### src/design/elfhp_pkg.sv
// Package for the ELF32 file header parser.
// Holds header constants, status and field codes, the state and result types,
// the offset decode for the header fields and the e_type check. It depends on nothing else.
`timescale 1ns / 1ps
`default_nettype none

package elfhp_pkg;

   localparam logic [7:0] MAGIC0 = 8'h7f;
   localparam logic [7:0] MAGIC1 = 8'h45;
   localparam logic [7:0] MAGIC2 = 8'h4C;
   localparam logic [7:0] MAGIC3 = 8'h46;
   localparam logic [7:0] ELFCLASS32 = 8'd1;
   localparam logic [7:0] ELFDATA2LSB = 8'd1;
   localparam logic [7:0] ELFDATA2MSB = 8'd2;
   localparam logic [7:0] ELF_VERSION_CUR = 8'd1;

   localparam logic [15:0] ET_NONE = 16'h0000;
   localparam logic [15:0] ET_CORE = 16'h0004;
   localparam logic [15:0] ET_LOOS = 16'hfe00;
   localparam logic [15:0] ET_HIOS = 16'hfeff;
   localparam logic [15:0] ET_PROC_LOW = 16'hff00;
   localparam logic [15:0] EM_386 = 16'd3;

   // Offsets of the identification bytes that are checked.
   localparam logic [5:0] OFF_MAG0 = 6'd0;
   localparam logic [5:0] OFF_MAG1 = 6'd1;
   localparam logic [5:0] OFF_MAG2 = 6'd2;
   localparam logic [5:0] OFF_MAG3 = 6'd3;
   localparam logic [5:0] OFF_CLASS = 6'd4;
   localparam logic [5:0] OFF_DATA = 6'd5;
   localparam logic [5:0] OFF_VERSION = 6'd6;

   typedef enum logic [3:0] {
      ST_OK         = 4'd0,
      ST_MAGIC      = 4'd1,
      ST_CLASS      = 4'd2,
      ST_BYTE_ORDER = 4'd3,
      ST_VERSION    = 4'd4,
      ST_NO_TYPE    = 4'd5,
      ST_UNKNOWN    = 4'd6,
      ST_OS         = 4'd7,
      ST_PROC       = 4'd8,
      ST_MACHINE    = 4'd9
   } status_type;

   typedef enum logic [3:0] {
      FID_TYPE      = 4'd0,
      FID_MACHINE   = 4'd1,
      FID_ENTRY     = 4'd2,
      FID_PHOFF     = 4'd3,
      FID_SHOFF     = 4'd4,
      FID_FLAGS     = 4'd5,
      FID_EHSIZE    = 4'd6,
      FID_PHENTSIZE = 4'd7,
      FID_PHNUM     = 4'd8,
      FID_SHENTSIZE = 4'd9,
      FID_SHNUM     = 4'd10,
      FID_SHSTRNDX  = 4'd11
   } field_id_type;

   typedef struct packed {
      logic [5:0]  offset;
      logic        big_endian;
      logic [31:0] accum;
      logic        stopped;
   } parse_state_type;

   typedef struct packed {
      field_id_type id;
      logic [31:0]  value;
      status_type   status;
      logic         done;
   } result_type;

   typedef struct packed {
      logic         hit;
      field_id_type id;
      logic [1:0]   pos;
      logic         last;
   } field_slot_type;

   // Maps a header offset to the field that owns it and the byte's place in it.
   function automatic field_slot_type field_slot(input logic [5:0] off);
      field_slot_type slot;
      logic [5:0]     start;
      logic [5:0]     rel;
      logic           wide;
      slot  = '{hit: 1'b1, id: FID_TYPE, pos: 2'd0, last: 1'b0};
      start = 6'd16;
      wide  = 1'b0;
      case (off)
         6'd16, 6'd17: begin
            slot.id = FID_TYPE; start = 6'd16;
         end
         6'd18, 6'd19: begin
            slot.id = FID_MACHINE; start = 6'd18;
         end
         6'd24, 6'd25, 6'd26, 6'd27: begin
            slot.id = FID_ENTRY; start = 6'd24; wide = 1'b1;
         end
         6'd28, 6'd29, 6'd30, 6'd31: begin
            slot.id = FID_PHOFF; start = 6'd28; wide = 1'b1;
         end
         6'd32, 6'd33, 6'd34, 6'd35: begin
            slot.id = FID_SHOFF; start = 6'd32; wide = 1'b1;
         end
         6'd36, 6'd37, 6'd38, 6'd39: begin
            slot.id = FID_FLAGS; start = 6'd36; wide = 1'b1;
         end
         6'd40, 6'd41: begin
            slot.id = FID_EHSIZE; start = 6'd40;
         end
         6'd42, 6'd43: begin
            slot.id = FID_PHENTSIZE; start = 6'd42;
         end
         6'd44, 6'd45: begin
            slot.id = FID_PHNUM; start = 6'd44;
         end
         6'd46, 6'd47: begin
            slot.id = FID_SHENTSIZE; start = 6'd46;
         end
         6'd48, 6'd49: begin
            slot.id = FID_SHNUM; start = 6'd48;
         end
         6'd50, 6'd51: begin
            slot.id = FID_SHSTRNDX; start = 6'd50;
         end
         default: begin
            slot.hit = 1'b0;
         end
      endcase
      rel       = off - start;
      slot.pos  = rel[1:0];
      slot.last = wide ? (rel[1:0] == 2'd3) : (rel[1:0] == 2'd1);
      return slot;
   endfunction

   function automatic status_type type_status(input logic [15:0] t);
      status_type st;
      if (t == ET_NONE) begin
         st = ST_NO_TYPE;
      end else if (t > ET_CORE && t < ET_LOOS) begin
         st = ST_UNKNOWN;
      end else if (t >= ET_LOOS && t <= ET_HIOS) begin
         st = ST_OS;
      end else if (t >= ET_PROC_LOW) begin
         st = ST_PROC;
      end else begin
         st = ST_OK;
      end
      return st;
   endfunction

endpackage

`default_nettype wire

### src/design/elfhp_req_if.sv
// Input channel of the ELF32 header parser: one header byte per transfer.
// Stands alone; no package needed.
`timescale 1ns / 1ps
`default_nettype none

interface elfhp_req_if;
   logic       valid;
   logic       ready;
   logic [7:0] data_byte;
   logic       start_of_file;

   modport source (output valid, output data_byte, output start_of_file, input ready);
   modport sink (input valid, input data_byte, input start_of_file, output ready);
endinterface

`default_nettype wire

### src/design/elfhp_rsp_if.sv
// Result channel of the ELF32 header parser: one decoded field per transfer.
// Stands alone; no package needed.
`timescale 1ns / 1ps
`default_nettype none

interface elfhp_rsp_if;
   logic        valid;
   logic        ready;
   logic [3:0]  field_id;
   logic [31:0] field_value;
   logic [3:0]  status;
   logic        done_res;

   modport source (output valid, output field_id, output field_value, output status,
                   output done_res, input ready);
   modport sink (input valid, input field_id, input field_value, input status,
                 input done_res, output ready);
endinterface

`default_nettype wire

### src/design/elfhp_step.sv
// Next-state and result logic of the ELF32 header parser for one input byte.
// Purely combinational; uses elfhp_pkg.
`timescale 1ns / 1ps
`default_nettype none

module elfhp_step (
   input  elfhp_pkg::parse_state_type cur,
   input  logic [7:0]                 data_byte,
   input  logic                       start_of_file,
   input  logic [15:0]                expected_machine,
   output elfhp_pkg::parse_state_type nxt,
   output logic                       res_valid,
   output elfhp_pkg::result_type      res
);

   elfhp_pkg::parse_state_type eff;
   elfhp_pkg::field_slot_type  slot;
   elfhp_pkg::status_type      tstat;
   logic [31:0]                acc;
   logic [31:0]                base;

   always_comb begin
      eff = cur;
      if (start_of_file) begin
         eff.offset     = '0;
         eff.big_endian = 1'b0;
         eff.accum      = '0;
         eff.stopped    = 1'b0;
      end

      slot  = elfhp_pkg::field_slot(eff.offset);
      base  = (slot.pos == 2'd0) ? 32'd0 : eff.accum;
      if (eff.big_endian) begin
         acc = {base[23:0], data_byte};
      end else begin
         acc = base | ({24'd0, data_byte} << {slot.pos, 3'b000});
      end
      tstat = elfhp_pkg::type_status(acc[15:0]);

      nxt       = eff;
      res_valid = 1'b0;
      res       = '{id: elfhp_pkg::FID_TYPE, value: {24'd0, data_byte},
                    status: elfhp_pkg::ST_OK, done: 1'b1};

      if (!eff.stopped) begin
         nxt.offset = eff.offset + 6'd1;
         case (eff.offset)
            elfhp_pkg::OFF_MAG0: begin
               if (data_byte != elfhp_pkg::MAGIC0) begin
                  res_valid = 1'b1; res.status = elfhp_pkg::ST_MAGIC;
               end
            end
            elfhp_pkg::OFF_MAG1: begin
               if (data_byte != elfhp_pkg::MAGIC1) begin
                  res_valid = 1'b1; res.status = elfhp_pkg::ST_MAGIC;
               end
            end
            elfhp_pkg::OFF_MAG2: begin
               if (data_byte != elfhp_pkg::MAGIC2) begin
                  res_valid = 1'b1; res.status = elfhp_pkg::ST_MAGIC;
               end
            end
            elfhp_pkg::OFF_MAG3: begin
               if (data_byte != elfhp_pkg::MAGIC3) begin
                  res_valid = 1'b1; res.status = elfhp_pkg::ST_MAGIC;
               end
            end
            elfhp_pkg::OFF_CLASS: begin
               if (data_byte != elfhp_pkg::ELFCLASS32) begin
                  res_valid = 1'b1; res.status = elfhp_pkg::ST_CLASS;
               end
            end
            elfhp_pkg::OFF_DATA: begin
               if (data_byte == elfhp_pkg::ELFDATA2LSB) begin
                  nxt.big_endian = 1'b0;
               end else if (data_byte == elfhp_pkg::ELFDATA2MSB) begin
                  nxt.big_endian = 1'b1;
               end else begin
                  res_valid = 1'b1; res.status = elfhp_pkg::ST_BYTE_ORDER;
               end
            end
            elfhp_pkg::OFF_VERSION: begin
               if (data_byte != elfhp_pkg::ELF_VERSION_CUR) begin
                  res_valid = 1'b1; res.status = elfhp_pkg::ST_VERSION;
               end
            end
            default: begin
               // Padding bytes and the e_version word fall through with no hit.
               if (slot.hit) begin
                  nxt.accum = acc;
                  if (slot.last) begin
                     res_valid = 1'b1;
                     res.id    = slot.id;
                     res.value = acc;
                     res.done  = 1'b0;
                     if (slot.id == elfhp_pkg::FID_TYPE) begin
                        if (tstat != elfhp_pkg::ST_OK) begin
                           res.status = tstat;
                           res.done   = 1'b1;
                        end
                     end else if (slot.id == elfhp_pkg::FID_MACHINE) begin
                        if (acc != {16'd0, expected_machine}) begin
                           res.status = elfhp_pkg::ST_MACHINE;
                           res.done   = 1'b1;
                        end
                     end else if (slot.id == elfhp_pkg::FID_SHSTRNDX) begin
                        res.done = 1'b1;
                     end
                  end
               end
            end
         endcase
         // Any error and the final field both park the parser until a new file.
         if (res_valid && res.done) begin
            nxt.stopped = 1'b1;
         end
      end
   end

endmodule

`default_nettype wire

### src/design/elf32_header_parser.sv
// Path: a byte taken sits in the input register and its result, if it causes one,
// moves into the result register once that register is free.
// Throughput: one byte per cycle while results drain; a result that waits on the
// output holds the input register, and the input stalls once that is full too.
// Reset: synchronous; the parser waits for a start of file and the expected
// machine code returns to Intel 386. Uses elfhp_pkg, elfhp_step, elfhp_req_if, elfhp_rsp_if.
`timescale 1ns / 1ps
`default_nettype none

module elf32_header_parser (
   input  logic               clock,
   input  logic               reset,
   elfhp_req_if.sink          req_ch,
   elfhp_rsp_if.source        rsp_ch,
   input  logic               csr_wr_en,
   input  logic [15:0]        csr_wr_data
);

   logic                       in_valid_ff, in_valid_in;
   logic [7:0]                 in_byte_ff, in_byte_in;
   logic                       in_sof_ff, in_sof_in;
   logic                       out_valid_ff, out_valid_in;
   elfhp_pkg::result_type      out_res_ff, out_res_in;
   elfhp_pkg::parse_state_type state_ff, state_in;
   logic [15:0]                machine_ff, machine_in;

   elfhp_pkg::parse_state_type step_nxt;
   logic                       step_res_valid;
   elfhp_pkg::result_type      step_res;
   logic                       out_free;
   logic                       s1_fire;

   elfhp_step u_step (
      .cur              (state_ff),
      .data_byte        (in_byte_ff),
      .start_of_file    (in_sof_ff),
      .expected_machine (machine_ff),
      .nxt              (step_nxt),
      .res_valid        (step_res_valid),
      .res              (step_res)
   );

   assign out_free      = !out_valid_ff || rsp_ch.ready;
   assign s1_fire       = in_valid_ff && out_free;
   assign req_ch.ready  = !in_valid_ff || out_free;

   always_comb begin
      in_valid_in  = in_valid_ff;
      in_byte_in   = in_byte_ff;
      in_sof_in    = in_sof_ff;
      if (req_ch.ready) begin
         in_valid_in = req_ch.valid;
         in_byte_in  = req_ch.data_byte;
         in_sof_in   = req_ch.start_of_file;
      end

      out_valid_in = out_valid_ff;
      out_res_in   = out_res_ff;
      if (out_free) begin
         out_valid_in = s1_fire && step_res_valid;
         out_res_in   = step_res;
      end

      state_in   = s1_fire ? step_nxt : state_ff;
      machine_in = csr_wr_en ? csr_wr_data : machine_ff;
   end

   always_ff @(posedge clock) begin
      if (reset) begin
         in_valid_ff  <= 1'b0;
         out_valid_ff <= 1'b0;
         state_ff     <= '{offset: 6'd0, big_endian: 1'b0, accum: 32'd0, stopped: 1'b1};
         machine_ff   <= elfhp_pkg::EM_386;
      end else begin
         in_valid_ff  <= in_valid_in;
         out_valid_ff <= out_valid_in;
         state_ff     <= state_in;
         machine_ff   <= machine_in;
      end
      in_byte_ff <= in_byte_in;
      in_sof_ff  <= in_sof_in;
      out_res_ff <= out_res_in;
   end

   assign rsp_ch.valid       = out_valid_ff;
   assign rsp_ch.field_id    = out_res_ff.id;
   assign rsp_ch.field_value = out_res_ff.value;
   assign rsp_ch.status      = out_res_ff.status;
   assign rsp_ch.done_res    = out_res_ff.done;

   // Any error status must close the header.
   a_error_done: assert property (@(posedge clock) disable iff (reset)
      out_valid_ff && out_res_ff.status != elfhp_pkg::ST_OK |-> out_res_ff.done)
      else $error("error result without done");

   // A clean finish only comes with the section name index field.
   a_clean_done_last: assert property (@(posedge clock) disable iff (reset)
      out_valid_ff && out_res_ff.done && out_res_ff.status == elfhp_pkg::ST_OK
      |-> out_res_ff.id == elfhp_pkg::FID_SHSTRNDX)
      else $error("clean done on a field other than shstrndx");

   // A machine mismatch is reported on the machine field.
   a_machine_id: assert property (@(posedge clock) disable iff (reset)
      out_valid_ff && out_res_ff.status == elfhp_pkg::ST_MACHINE
      |-> out_res_ff.id == elfhp_pkg::FID_MACHINE)
      else $error("machine error on wrong field");

   // Once a header has closed, the parser waits for the next start of file.
   a_stop_after_done: assert property (@(posedge clock) disable iff (reset)
      s1_fire && step_res_valid && step_res.done |=> state_ff.stopped)
      else $error("parser still running after done");

   // A byte processed while stopped and without start of file leaves no result.
   a_idle_silent: assert property (@(posedge clock) disable iff (reset)
      s1_fire && state_ff.stopped && !in_sof_ff |=> !out_valid_ff)
      else $error("result produced while stopped");

endmodule

`default_nettype wire

### src/flat_wrapper.sv
// flat-port wrapper written by rule: the top's interface ports become plain ports
module elf32_header_parser_flat 
  (clock, reset, csr_wr_en, csr_wr_data, req_ch_valid, req_ch_data_byte, req_ch_start_of_file, req_ch_ready, rsp_ch_valid, rsp_ch_field_id, rsp_ch_field_value, rsp_ch_status, rsp_ch_done_res, rsp_ch_ready);
  elfhp_req_if req_ch_i ();
  elfhp_rsp_if rsp_ch_i ();
  input  logic clock;
  input  logic reset;
  input  logic csr_wr_en;
  input  logic [15:0] csr_wr_data;
  input wire logic [$bits(req_ch_i.valid)-1:0] req_ch_valid;
  input wire logic [$bits(req_ch_i.data_byte)-1:0] req_ch_data_byte;
  input wire logic [$bits(req_ch_i.start_of_file)-1:0] req_ch_start_of_file;
  output wire logic [$bits(req_ch_i.ready)-1:0] req_ch_ready;
  output wire logic [$bits(rsp_ch_i.valid)-1:0] rsp_ch_valid;
  output wire logic [$bits(rsp_ch_i.field_id)-1:0] rsp_ch_field_id;
  output wire logic [$bits(rsp_ch_i.field_value)-1:0] rsp_ch_field_value;
  output wire logic [$bits(rsp_ch_i.status)-1:0] rsp_ch_status;
  output wire logic [$bits(rsp_ch_i.done_res)-1:0] rsp_ch_done_res;
  input wire logic [$bits(rsp_ch_i.ready)-1:0] rsp_ch_ready;
  assign req_ch_i.valid = req_ch_valid;
  assign req_ch_i.data_byte = req_ch_data_byte;
  assign req_ch_i.start_of_file = req_ch_start_of_file;
  assign req_ch_ready = req_ch_i.ready;
  assign rsp_ch_valid = rsp_ch_i.valid;
  assign rsp_ch_field_id = rsp_ch_i.field_id;
  assign rsp_ch_field_value = rsp_ch_i.field_value;
  assign rsp_ch_status = rsp_ch_i.status;
  assign rsp_ch_done_res = rsp_ch_i.done_res;
  assign rsp_ch_i.ready = rsp_ch_ready;
  elf32_header_parser u_core (.clock(clock), .reset(reset), .req_ch(req_ch_i), .rsp_ch(rsp_ch_i), .csr_wr_en(csr_wr_en), .csr_wr_data(csr_wr_data));
endmodule
### config.mk
export PLATFORM = sky130hd
export DESIGN_NAME = elf32_header_parser_flat
export DESIGN_NICKNAME = d
export VERILOG_FILES = /design/src/design/elfhp_pkg.sv /design/src/design/elfhp_req_if.sv /design/src/design/elfhp_rsp_if.sv /design/src/design/elfhp_step.sv /design/src/design/elf32_header_parser.sv /design/src/flat_wrapper.sv
export SDC_FILE = /design/constraint.sdc
export NUM_CORES = 1
export LEC_CHECK = 0
export BUFFER_PORTS_ARGS = -buffer_cell sky130_fd_sc_hd__buf_2
export CORE_ASPECT_RATIO = 0.5
export CORE_MARGIN = 1.5
export CORE_UTILIZATION = 60
export CTS_CLUSTER_DIAMETER = 80
export DETAILED_ROUTE_END_ITERATION = 10
export PLACE_DENSITY = 0.79
export SETUP_SLACK_MARGIN = 0.4
export SYNTH_ARGS = -nofsm -noshare
export SYNTH_HDL_FRONTEND = slang
export SYNTH_SLANG_ARGS = --single-unit
### constraint.sdc
create_clock -name clock -period 6.1 [get_ports clock]
set_clock_uncertainty 0.2 [all_clocks]
set_input_delay 1.22 -clock clock [delete_from_list [all_inputs] [get_ports clock]]
set_output_delay 1.22 -clock clock [all_outputs]
set_load 0.02 [all_outputs]
==> flow_summary.toml <==
[outcome]
outcome = "finished clean"

[sta]
fmaxAchievable_mhz = 221.8
tightest_slew_ps = 1184
rsz0062_at_grt = "no"
setup_violating_endpoint_count_in_the_final_report = 0
timing_max_transition_violations_final = 0
fin_tns_setup_ps = 0
timing.slew.headroom_pct = 20.04
hold_viol_final = 0
timing.final.crit_share_pct = 73.92
layout_min_cycle_time_ps = 4509

[layout]
final_design_area_no_fill_um2 = 6462
utilization_pct = 68.41
drive_above_1_share_pct = 17.21
antennaDiodeCount = 0
fin_nets = 709
area_growth_syn_to_layout_pct = 11.03
layout.cells.non_filler = 815

[critical_path]
cp.arrival_ps = 4410
biggest_cell_delay_along_the_critical_path_ps = 560
startpoint_class_of_the_critical_path = "flop"
crit_chain = "inv_2, nand2_1, inv_1, ha_1, or2_4, o21ai_4, xnor2_2, xnor2_1, or3_4, or2_1, nor2_4, mux2_1"
timing.critical_path.slowest_stage_cell = "xnor2_2"
worst-endpoint-required_ps = 6000
timing.critical_path.to_type = "flop"
crit_path_max_fanout = 18
crit_type = "reg2reg"

[pwr]
p_leak_nw = 2.495
report.power.total_mw = 1.495
power-per-cell-area_nw_per_um2 = 231.4
ir_drop_v = 0.0001435

[route]
route.vias.total = 5237
remaining_drc_errors = 0
dr.pass1.iters = 5
route.final.wire_length_mm = 17.73
drc_marker_count_from_the_first_detailed_route_iteration = 638
post_drt_via_cell_ratio = 6.426
number_of_routed_nets_with_antenna_violations = 0
route.detailed.wl_per_inst_um = 21.75

[clock_tree]
cts_clk_pin_slew_worst_paths_ps = 70
clk-insertion-delay-late_ps = 350
cts_root_buf = "clkbuf_16"
max-clock-path-buffers = 2
clkSinkCount = 108
postCtsSetupBuffers = 0
tritoncts_clock_tree = "yes"
cts-resized-gates = 0
clock_tree.htree_level_count = 3
numCtsBuffers = 9
holdBufCountCts = 0

[logic_synthesis]
synth-edff-count = 50
synth.cell_area_um2 = 5821
yosysWarningCount = 0
synth_top_area_share_pct = 25.80
postSynthAreaPerCell_um2 = 9.239
ys_top_cells_by_area = "edfxtp_1 (26%), dfxtp_1 (20%), nor2_1 (6.8%), a21oi_1 (4.0%), a22oi_1 (3.6%)"
yosys_most_used_dff = "dfxtp_1"
synth-seq-area-share_pct = 45.74
synth_nets = 664
synth_largest_area_cell = "edfxtp_1"
synth.distinct_cells = 76
synth-seq-cells = 108
postSynthCellCount = 630
synth-async-reset-ratio_pct = 0

[placed_design]
placed_area_um2 = 6186
port_buffers = 72
dp.final_hpwl_mm = 12.71
numPlacedInstances = 799
final_wtd_congestion = 0.9765

[die]
width_of_the_chip_um = 142.3
floorplan.core_area_um2 = 9447
pin_count = 73
start_util_pct = 61.62
fp.dieH_um = 72.65
placementRows = 25
floorplan.die_area_um2 = 10340

[global_route]
grt_use_total_pct = 35.08
grt_pass1_vias = 4645
globalRouteOverflowTotal = 0
number_of_antenna_violations_at_the_first_check_in_global_routing = 0
grt_pass1_wl_mm = 26.55
maximum_number_of_pins_on_one_net_before_global_route_repair = 59

[min_path]
classification_of_the_worst_slack_hold_path = "reg2reg"

[job]
maxCapViolations = 0
[where the power goes]
| group | switching (mW) | internal, mW | total (mW) | leakage [nW] |
|---|---|---|---|---|
| Sequential | 0.0253 | 0.775 | 0.800 | 1.04 |
| Combinational | 0.0892 | 0.0486 | 0.138 | 1.32 |
| Clock | 0.276 | 0.281 | 0.557 | 0.129 |
[per-layer routing]
layer  GRT usage (%)  share of wire, %
met2           49.97                41
met1           51.52                45
met4           9.049              0.97
met5               0                 0
met3           11.22                13
[worst max-delay path: cells and delay by family (launching register included)]
family	cells	cell delay (ps)
simple gates	5	1550
xor+xnor	2	740
mux	1	360
buf+inv	2	610
fa+ha+maj	1	290
compound gates	1	100
flops	1	410
[logic make-up after synthesis]
family                   after synthesis  share of synthesized area, %
AO/OA/AOI/OAI                        178                         21.47
XOR/XNOR                              19                         3.310
adder cells (fa/ha/maj)                4                        0.8599
buffers and inverters                 60                         4.557
flip-flops                           108                         45.74
multiplexers                          24                         4.235
AND/OR/NAND/NOR                      237                         19.82
[metrics by stage]
stage | hold slack [ps] | worst slack, ps
2_1_floorplan | 255.6 | 2306
3_5_place_dp | 287.0 | 1771
4_1_cts | 306.0 | 1746
3_3_place_gp | 271.2 | 1917
5_1_grt | 350.5 | 1426
6_report | 305.5 | 1591
[final timing paths]
check / to / cells past startpoint / slack (ps) / from
hold reg to reg: u_core.state_ff[14] / 2 / 310 / u_core.state_ff[14]
setup / recovery: u_core.rsp_ch.field_value[0] / 12 / 1590 / u_core.in_sof_ff
setup reg to reg: u_core.rsp_ch.field_value[0] / 12 / 1590 / u_core.in_sof_ff
hold / removal: u_core.state_ff[14] / 2 / 310 / u_core.state_ff[14]
[cell type report]
class                   count  area (um^2)
repair buffers             77        397.9
inverters                  17        63.81
multi-input cells         462         2893
flip-flops and latches    108         2663
fillers                   774         2984
clock buffers              10        229.0
clock inverters             6        47.55
well taps                 135        168.9
[Yosys cell counts, types with 5 or more instances]
cell type,instances
a21oi_1,46
o21ai_0,17
inv_1,16
nor2b_1,14
nand2b_1,9
xor2_1,11
mux2i_1,19
a22oi_1,28
or4_1,5
o211ai_1,6
nor2_1,106
o21a_1,8
nor3_1,11
nor4_1,6
edfxtp_1,50
buf_1,7
a31oi_1,6
a211oi_1,8
buf_2,8
xnor2_1,6
o21ai_1,13
nand2_1,45
clkbuf_1,23
dfxtp_1,58
nand3_1,9
[registers in the layout, indices dropped and copies added, names as in the netlist]
name	count
u_core.in_sof_ff	1
u_core.rsp_ch.status	4
u_core.in_byte_ff	8
u_core.rsp_ch.valid	1
u_core.rsp_ch.field_value	32
u_core.state_ff	40
u_core.in_valid_ff	1
u_core.rsp_ch.field_id	4
u_core.rsp_ch.done_res	1
u_core.machine_ff	16
[cell usage in the layout, fill, tap and decap left out, drive strengths merged, types with 3 or more instances in the layout]
cell     netlist  layout
nor2         107     107
buf           20      77
dfxtp         58      58
edfxtp        50      50
a21oi         46      46
nand2         45      45
o21ai         33      33
a22oi         28      28
mux2i         19      19
inv           17      19
nor2b         14      14
nor3          14      14
xor2          11      11
clkbuf        23      10
nand2b         9       9
nand3          9       9
o21a           9       9
a211oi         8       8
xnor2          8       8
nor4           7       7
a31oi          6       6
o211ai         6       6
or4            5       5
or3            5       5
mux2           5       5
o221a          4       4
a311o          4       4
nand4          4       4
a22o           4       4
ha             4       4
nor4b          3       3
a221oi         3       3
nand3b         3       3
or2            3       3
a2111oi        3       3
Note: power is estimated with default switching activity, not from simulation.
